===== src/hdl/stks_pkg.sv =====
// shared types, constants and key functions for the streaming top-k selector
// no dependencies; used by every module under hdl
package stks_pkg;

    localparam int MAX_K_DEF        = 16;
    localparam int MAX_ELEMENTS_DEF = 262144;

    localparam int VALUE_W      = 32;
    localparam int POSITION_W   = 18;
    localparam int TOP_COUNT_W  = 5;
    localparam int S_TDATA_W    = 32;
    localparam int M_FIELDS_W   = POSITION_W + VALUE_W;
    localparam int M_TDATA_W    = ((M_FIELDS_W + 7) / 8) * 8;
    localparam int M_PAD_W      = M_TDATA_W - M_FIELDS_W;

    localparam logic [VALUE_W-1:0] SIGN_MASK = {1'b1, {(VALUE_W-1){1'b0}}};

    // one kept element: ordered key and its position in the run
    typedef struct packed {
        logic                  valid;
        logic [VALUE_W-1:0]    key;
        logic [POSITION_W-1:0] pos;
    } t_entry;

    // float bits to an unsigned-comparable key
    function automatic logic [VALUE_W-1:0] key_of(input logic [VALUE_W-1:0] bits);
        logic [VALUE_W-1:0] k;
        if (bits[VALUE_W-1]) begin
            k = ~bits;
        end else begin
            k = bits ^ SIGN_MASK;
        end
        return k;
    endfunction

    // inverse of key_of
    function automatic logic [VALUE_W-1:0] bits_of(input logic [VALUE_W-1:0] key);
        logic [VALUE_W-1:0] b;
        if (key[VALUE_W-1]) begin
            b = key ^ SIGN_MASK;
        end else begin
            b = ~key;
        end
        return b;
    endfunction

endpackage


===== src/hdl/stks_ins_cell.sv =====
// one cell of the sorted insertion chain: holds one kept element
// depends on stks_pkg (t_entry)
module stks_ins_cell (
    input  logic           i_clk,
    input  logic           i_rst_n,
    input  logic           i_ins,       // an element enters the chain this cycle
    input  logic           i_clear,     // end of run, empty the cell
    input  stks_pkg::t_entry i_new,
    input  stks_pkg::t_entry i_prev,    // contents of the better neighbor
    input  logic           i_prev_ins,  // new element lands at or above the neighbor
    output stks_pkg::t_entry o_entry,
    output logic           o_ins,
    output stks_pkg::t_entry o_next     // contents after this cycle's insert
);

    stks_pkg::t_entry r_entry;
    stks_pkg::t_entry n_entry;

    // strict compare keeps the earlier position ahead on ties
    assign o_ins = !r_entry.valid || (i_new.key > r_entry.key);

    always_comb begin
        n_entry = r_entry;
        if (i_ins) begin
            if (i_prev_ins) begin
                n_entry = i_prev;
            end else if (o_ins) begin
                n_entry = i_new;
            end
        end
    end

    assign o_next  = n_entry;
    assign o_entry = r_entry;

    always_ff @(posedge i_clk) begin
        r_entry.key <= n_entry.key;
        r_entry.pos <= n_entry.pos;
        if (!i_rst_n || i_clear) begin
            r_entry.valid <= 1'b0;
        end else begin
            r_entry.valid <= n_entry.valid;
        end
    end

endmodule


===== src/hdl/stks_drain_cell.sv =====
// one cell of the result chain: loaded in parallel at end of run, shifts toward the output
// depends on stks_pkg (t_entry)
module stks_drain_cell (
    input  logic             i_clk,
    input  logic             i_rst_n,
    input  logic             i_load,
    input  stks_pkg::t_entry i_load_entry,
    input  logic             i_shift,
    input  stks_pkg::t_entry i_succ,    // contents of the next cell down the chain
    output stks_pkg::t_entry o_entry
);

    stks_pkg::t_entry r_entry;
    stks_pkg::t_entry n_entry;

    always_comb begin
        n_entry = r_entry;
        if (i_load) begin
            n_entry = i_load_entry;
        end else if (i_shift) begin
            n_entry = i_succ;
        end
    end

    always_ff @(posedge i_clk) begin
        r_entry.key <= n_entry.key;
        r_entry.pos <= n_entry.pos;
        if (!i_rst_n) begin
            r_entry.valid <= 1'b0;
        end else begin
            r_entry.valid <= n_entry.valid;
        end
    end

    assign o_entry = r_entry;

endmodule


===== src/hdl/streaming_top_k_selection.sv =====
// streaming top-k selector: top level with insertion chain, result chain and control
// depends on stks_pkg, stks_ins_cell, stks_drain_cell
//
//  channel  | dir | handshake            | contents
//  ---------+-----+----------------------+-------------------------------------------
//  s        | in  | i_s_tvalid/o_s_tready| tdata value[31:0], tlast last
//  m        | out | o_m_tvalid/i_m_tready| tdata position[17:0] score[49:18], tlast
//           |     |                      | final_res, tuser overflow
//  cfg      | in  | i_cfg_we             | i_cfg_wdata top_count[4:0]
//
// one element per cycle is taken while o_s_tready is high; each cell compares the new
// key with its own in the same cycle and the chain shifts by one below the insert point
// the first result is offered in the cycle after the element carrying tlast is taken;
// results then leave the result chain one per cycle while i_m_tready is high, best first
// an element carrying tlast waits while results of the previous run are pending, unless
// the final one of them leaves in the same cycle; other elements keep flowing
// reset (synchronous, active low) empties both chains, clears the element counter and
// sets top_count to 1; no clearing pass is needed
module streaming_top_k_selection #(
    parameter int MAX_K        = stks_pkg::MAX_K_DEF,
    parameter int MAX_ELEMENTS = stks_pkg::MAX_ELEMENTS_DEF
) (
    input  logic                              i_clk,
    input  logic                              i_rst_n,
    // input stream
    input  logic                              i_s_tvalid,
    output logic                              o_s_tready,
    input  logic [stks_pkg::S_TDATA_W-1:0]    i_s_tdata,  // value[31:0]
    input  logic                              i_s_tlast,  // last
    // result stream
    output logic                              o_m_tvalid,
    input  logic                              i_m_tready,
    output logic [stks_pkg::M_TDATA_W-1:0]    o_m_tdata,  // position[17:0], score[49:18]
    output logic                              o_m_tlast,  // final_res
    output logic [0:0]                        o_m_tuser,  // overflow
    // configuration
    input  logic                              i_cfg_we,
    input  logic [stks_pkg::TOP_COUNT_W-1:0]  i_cfg_wdata // top_count
);

    localparam int CNT_W = $clog2(MAX_ELEMENTS + 1);

    // configuration register
    logic [stks_pkg::TOP_COUNT_W-1:0] r_top_count;

    always_ff @(posedge i_clk) begin
        if (!i_rst_n) begin
            r_top_count <= stks_pkg::TOP_COUNT_W'(1);
        end else if (i_cfg_we) begin
            r_top_count <= i_cfg_wdata;
        end
    end

    // handshakes
    logic s_xfer;
    logic m_xfer;
    logic run_end;
    logic drain_free;

    stks_pkg::t_entry w_chain [MAX_K];
    stks_pkg::t_entry w_next  [MAX_K];
    logic             w_ins   [MAX_K];
    stks_pkg::t_entry w_drain [MAX_K+1];

    // result chain can take a new run when empty or its final result leaves now
    assign drain_free = !w_drain[0].valid || (i_m_tready && !w_drain[1].valid);
    assign o_s_tready = !i_s_tlast || drain_free;
    assign s_xfer     = i_s_tvalid && o_s_tready;
    assign m_xfer     = o_m_tvalid && i_m_tready;
    assign run_end    = s_xfer && i_s_tlast;

    // element counter and capacity flag
    logic [CNT_W-1:0] r_elem_cnt;
    logic             r_ovf;
    logic             at_cap;
    logic             ins_en;

    logic [CNT_W+stks_pkg::POSITION_W-1:0] pos_ext;

    assign at_cap  = (r_elem_cnt >= CNT_W'(MAX_ELEMENTS));
    assign ins_en  = s_xfer && !at_cap;
    // position is the counter taken to 18 bits
    assign pos_ext = {{stks_pkg::POSITION_W{1'b0}}, r_elem_cnt};

    always_ff @(posedge i_clk) begin
        if (!i_rst_n || run_end) begin
            r_elem_cnt <= '0;
            r_ovf      <= 1'b0;
        end else if (s_xfer) begin
            if (at_cap) begin
                r_ovf <= 1'b1;
            end else begin
                r_elem_cnt <= r_elem_cnt + CNT_W'(1);
            end
        end
    end

    stks_pkg::t_entry new_entry;

    always_comb begin
        new_entry.valid = 1'b1;
        new_entry.key   = stks_pkg::key_of(i_s_tdata[stks_pkg::VALUE_W-1:0]);
        new_entry.pos   = pos_ext[stks_pkg::POSITION_W-1:0];
    end

    // insertion chain, cell 0 holds the largest key
    genvar gi;
    generate
        for (gi = 0; gi < MAX_K; gi++) begin : g_ins
            stks_pkg::t_entry prev_entry;
            logic             prev_ins;
            if (gi == 0) begin : g_head
                assign prev_entry = '0;
                assign prev_ins   = 1'b0;
            end else begin : g_body
                assign prev_entry = w_chain[gi-1];
                assign prev_ins   = w_ins[gi-1];
            end

            stks_ins_cell u_cell (
                .i_clk      (i_clk),
                .i_rst_n    (i_rst_n),
                .i_ins      (ins_en),
                .i_clear    (run_end),
                .i_new      (new_entry),
                .i_prev     (prev_entry),
                .i_prev_ins (prev_ins),
                .o_entry    (w_chain[gi]),
                .o_ins      (w_ins[gi]),
                .o_next     (w_next[gi])
            );
        end
    endgenerate

    // result chain, loaded with the first top_count entries after the last insert
    assign w_drain[MAX_K] = '0;

    generate
        for (gi = 0; gi < MAX_K; gi++) begin : g_drain
            stks_pkg::t_entry load_entry;
            logic             keep;

            // top_count of zero acts as one; values above MAX_K select every cell
            assign keep = (gi == 0) || (gi < int'(r_top_count));

            always_comb begin
                load_entry       = w_next[gi];
                load_entry.valid = w_next[gi].valid && keep;
            end

            stks_drain_cell u_cell (
                .i_clk        (i_clk),
                .i_rst_n      (i_rst_n),
                .i_load       (run_end),
                .i_load_entry (load_entry),
                .i_shift      (m_xfer),
                .i_succ       (w_drain[gi+1]),
                .o_entry      (w_drain[gi])
            );
        end
    endgenerate

    // overflow flag travels with the whole run of results
    logic r_out_ovf;

    always_ff @(posedge i_clk) begin
        if (!i_rst_n) begin
            r_out_ovf <= 1'b0;
        end else if (run_end) begin
            r_out_ovf <= r_ovf || at_cap;
        end
    end

    assign o_m_tvalid = w_drain[0].valid;
    assign o_m_tdata  = {{stks_pkg::M_PAD_W{1'b0}},
                         stks_pkg::bits_of(w_drain[0].key),
                         w_drain[0].pos};
    assign o_m_tlast  = !w_drain[1].valid;
    assign o_m_tuser  = r_out_ovf;

    // chain stays a sorted prefix of valid cells
    generate
        for (gi = 1; gi < MAX_K; gi++) begin : g_chk
            a_sorted: assert property (@(posedge i_clk) disable iff (!i_rst_n)
                w_chain[gi].valid |->
                    (w_chain[gi-1].valid && (w_chain[gi-1].key >= w_chain[gi].key)))
                else $error("insertion chain out of order");
        end
    endgenerate

    // end of run empties the insertion chain
    a_clear: assert property (@(posedge i_clk) disable iff (!i_rst_n)
        run_end |=> !w_chain[0].valid)
        else $error("insertion chain not cleared at end of run");

    // every run produces at least one result
    a_result: assert property (@(posedge i_clk) disable iff (!i_rst_n)
        run_end |=> o_m_tvalid)
        else $error("run ended without a result");

    // a run end is held off while results of the previous run remain
    a_hold: assert property (@(posedge i_clk) disable iff (!i_rst_n)
        (i_s_tlast && o_m_tvalid && !(i_m_tready && o_m_tlast)) |-> !o_s_tready)
        else $error("run end taken over pending results");

endmodule


===== config.mk =====
export PLATFORM = sky130hd
export DESIGN_NAME = streaming_top_k_selection
export DESIGN_NICKNAME = d
export VERILOG_FILES = /design/src/hdl/stks_pkg.sv /design/src/hdl/stks_ins_cell.sv /design/src/hdl/stks_drain_cell.sv /design/src/hdl/streaming_top_k_selection.sv
export SDC_FILE = /design/constraint.sdc
export NUM_CORES = 2
export LEC_CHECK = 0
export CAP_MARGIN = 20
export CORE_UTILIZATION = 30
export CTS_CLUSTER_DIAMETER = 40
export DETAILED_ROUTE_END_ITERATION = 7
export DONT_BUFFER_PORTS = 1
export SETUP_SLACK_MARGIN = 0.4
export SLEW_MARGIN = 20
export SYNTH_ARGS = -nofsm -noshare
export SYNTH_HDL_FRONTEND = slang
export SYNTH_SLANG_ARGS = --single-unit

===== constraint.sdc =====
create_clock -name i_clk -period 22.4 [get_ports i_clk]
set_input_delay 4.48 -clock i_clk [delete_from_list [all_inputs] [get_ports i_clk]]
set_output_delay 4.48 -clock i_clk [all_outputs]
set_load 0.03 [all_outputs]

==> run_results.csv <==
group,metric,value,unit
outcome,status,"completed",
finish,finish.instance_area,94900,um^2
worst_setup_path,crit_path_max_fanout,10,
routing,ant_nets,0,
place,detailedPlacementHpwl,169000,um
worst_setup_path,count_of_buffer_and_inverter_cells_on_the_critical_path,0,
floorplanning,core_area,271000,um^2
routing,route.detailed.wl_per_inst,21.0,um
cts,cts_root_buf,"clkbuf_16",
yosys,synth.avg_cell_area,9.94,um^2
grt,maximum_number_of_pins_on_one_net_before_global_route_repair,173,
cts,cts_sinks,1658,
sta,final.setup.tns,0,ns
floorplanning,floorplan.die_area,274000,um^2
grt,global_route_wire_length_before_repair,382000,um
floorplanning,start_util,30.2,%
cts,setup_bufs_post_cts,0,
power_and_ir_drop,power-per-cell-area,104,nW/um^2
routing,drc,0,
yosys,yosys_warnings,0,
sta,post-route-period-util,42.2,%
floorplanning,fp.dieW,523,um
yosys,prevailing_post_synth_register_cell,"dfxtp_1",
worst_setup_path,critical_path.slowest_cell,"nand3_1",
place,placement.cell_area,85400,um^2
grt,grt-ovfl-total,0,
yosys,yosys_register_bits,1658,
sta,max_slew_violation_count,0,
cts,cts_resized,0,
yosys,synth_largest_area_cell,"edfxtp_1",
finish,final.fill_count,26800,
grt,grt.total_usage,17.6,%
place,numPlacedInstances,11300,
cts,number_of_cts_inserted_buffers,285,
yosys,synth.area.top_cells,"edfxtp_1 29%, dfxtp_1 21%, ha_1 7.9%",
yosys,synth.cells.most_frequent,"858 x dfxtp_1, 843 x nor2_1, 800 x edfxtp_1",
finish,multi_input_comb_area,36100,um^2
sta,clock.fmax,0.106,GHz
sta,slew_headroom,22.6,%
floorplanning,row_count,191,
routing,vias,64300,
cts,clk_pin_slew_worst_paths,0.05,ns
sta,setup_repair_after_global_routing_missed_its_margin,"no",
yosys,synth_async_sr_flop_share,0,%
sta,layout_min_cycle_time,9.46,ns
routing,wl,249000,um
worst_setup_path,worst_ep_arrival_time,4.98,ns
worst_setup_path,crit_required,17.92,ns
finish,diodes,0,
worst_setup_path,critical-path-top-delay-family,"simple AND/OR/NAND/NOR gates",
finish,area.sequential,41200,um^2
yosys,synthMostInstantiatedCell,"dfxtp_1",
grt,grt_pass1_vias,63500,
floorplanning,chipHeight,523,um
grt,number_of_antenna_violations_at_the_first_check_in_global_routing,3,
routing,first_iter_violations,5697,
finish,area_growth_syn_to_layout,16.3,%
routing,via_per_inst,5.44,
place,place.gp.congestion,0.889,
routing,dr.pass1.iters,8,
cts,hold_buffers,0,
job,drv_cap,0,
floorplanning,top_level_ports,103,
yosys,netlist_area,81600,um^2
sta,setup_viol_count_final,0,
yosys,synth.distinct_cells,73,
worst_setup_path,crit_path_start_kind,"primary input",
yosys,synth_top_cell_area_share,29.4,%
sta,worst_pin_slew,1.16,ns
worst_setup_path,r2r_setup_slack,16.98,ns
power_and_ir_drop,irDropWorstVdd,0.0000616,V
power_and_ir_drop,reported_leakage_power,37.9,nW
place,io_buffer_count,0,
worst_setup_path,timing.critical_path.cells,"nand2b_1, nand3_1",
finish,layout-drive-gt1-share,12.9,%
yosys,syn-instance-count,8207,
worst_setup_path,crit_type,"in2out",
finish,stdcell_count,11800,
sta,final_hold_viols,0,
cts,tritoncts_clock_tree,"yes",
cts,clock_insertion_delay_worst_skew,0.92,ns
worst_hold_path,min_path_type,"reg2reg",
yosys,synth_sequential_area_ratio,50.5,%
cts,cts-htree-levels,5,
cts,clockBufferDepth,4,
finish,final_net_count,8599,
worst_setup_path,critical-path-max-stage-delay,0.37,ns
worst_setup_path,critical_path.endpoint_type,"output pin",
sta,finClkSkew,0.0418,ns
yosys,synth_enable_flop_cells,800,
-- final cells by class --
| cell class | instances | area share [%] |
|---|---|---|
| Clock buffer | 351 | 8.23 |
| Clock inverter | 147 | 1.73 |
| Inverter | 578 | 2.29 |
| Multi-Input combinational cell | 5341 | 38.0 |
| Sequential cell | 1658 | 43.4 |
| Tap cell | 3570 | 4.71 |
| Timing Repair Buffer | 179 | 1.57 |
-- registers in the layout, summed over array words and instances (netlist names) --
signal,cells
g_ins.u_cell.o_entry,816
r_elem_cnt,19
r_ovf,1
o_m_tuser,1
g_drain.u_cell.o_entry,816
r_top_count,5
-- worst paths after layout --
check	from	end	depth (start not counted)
max	i_m_tready	o_s_tready	2
min reg2reg	g_ins[8].u_cell.o_entry[14]	g_ins[8].u_cell.o_entry[14]	2
max reg2reg	g_drain[0].u_cell.o_entry[50]	g_drain[14].u_cell.o_entry[17]	8
min	g_ins[8].u_cell.o_entry[14]	g_ins[8].u_cell.o_entry[14]	2
-- metrics by stage --
step                      total power, mW  util [%]  worst slack (ns)  hold slack (ns)
after floorplan                      5.11         -              6.51            0.435
after global placement               5.50      31.5             12.59            0.453
after detailed placement             5.58      31.6             12.47            0.461
after CTS                            9.94      35.0             12.93            0.475
after global routing                 10.3      35.1             12.90            0.483
final                                9.90      35.1             12.94            0.472
-- placed cells by master (no fill, tap or decap), drive strengths merged, types with 51 or more instances in the layout --
| cell type | count |
|---|---|
| mux2 | 265 |
| nor2 | 843 |
| o22a | 51 |
| inv | 602 |
| nand3 | 76 |
| a221oi | 108 |
| a31oi | 76 |
| edfxtp | 800 |
| dfxtp | 858 |
| a21oi | 549 |
| o21ai | 349 |
| nand2 | 707 |
| a221o | 117 |
| o221ai | 81 |
| o221a | 102 |
| a22oi | 206 |
| a21o | 91 |
| o22ai | 401 |
| or3 | 58 |
| a32oi | 52 |
| clkinv | 71 |
| xnor2 | 66 |
| nor3 | 103 |
| buf | 179 |
| ha | 513 |
| clkbuf | 351 |
| nand4 | 104 |
| a22o | 98 |
-- layer usage --
layer  wire length [um]  up-vias  GRT usage (%)  share of wire [%]
met2             107000     2607           26.5                 43
met3              19100      418           3.34                7.7
met4               7570        0           6.25                3.0
li1                   -    30100              -                  -
met1             115000    31200           24.8                 46
met5                  0        -              0                  0
-- where the power goes --
group	leakage, nW	switching (mW)	internal, mW
clock	4.59	1.55	2.79
combinational	18.5	0.987	0.661
sequential	14.8	0.290	3.62
-- cells by family (layout without fill, tap and decap cells) --
family	count (synthesis)	count (layout)	share of synthesized area (%)
flops	1658	1658	50.5
xor+xnor	75	75	0.805
simple gates	2017	2017	10.5
buf+inv	1213	1255	5.78
mux	283	283	3.88
other cells	1	6	0.00460
compound gates	2447	2447	20.6
fa+ha+maj	513	513	7.87
-- worst reg2reg max path: cells and delay by family, from the launching register on --
family	cells	cell delay, ns
buf+inv	4	2.64
simple gates	1	0.10
compound gates	3	1.88
flops	1	0.56
(Power assumes the default switching activity.)
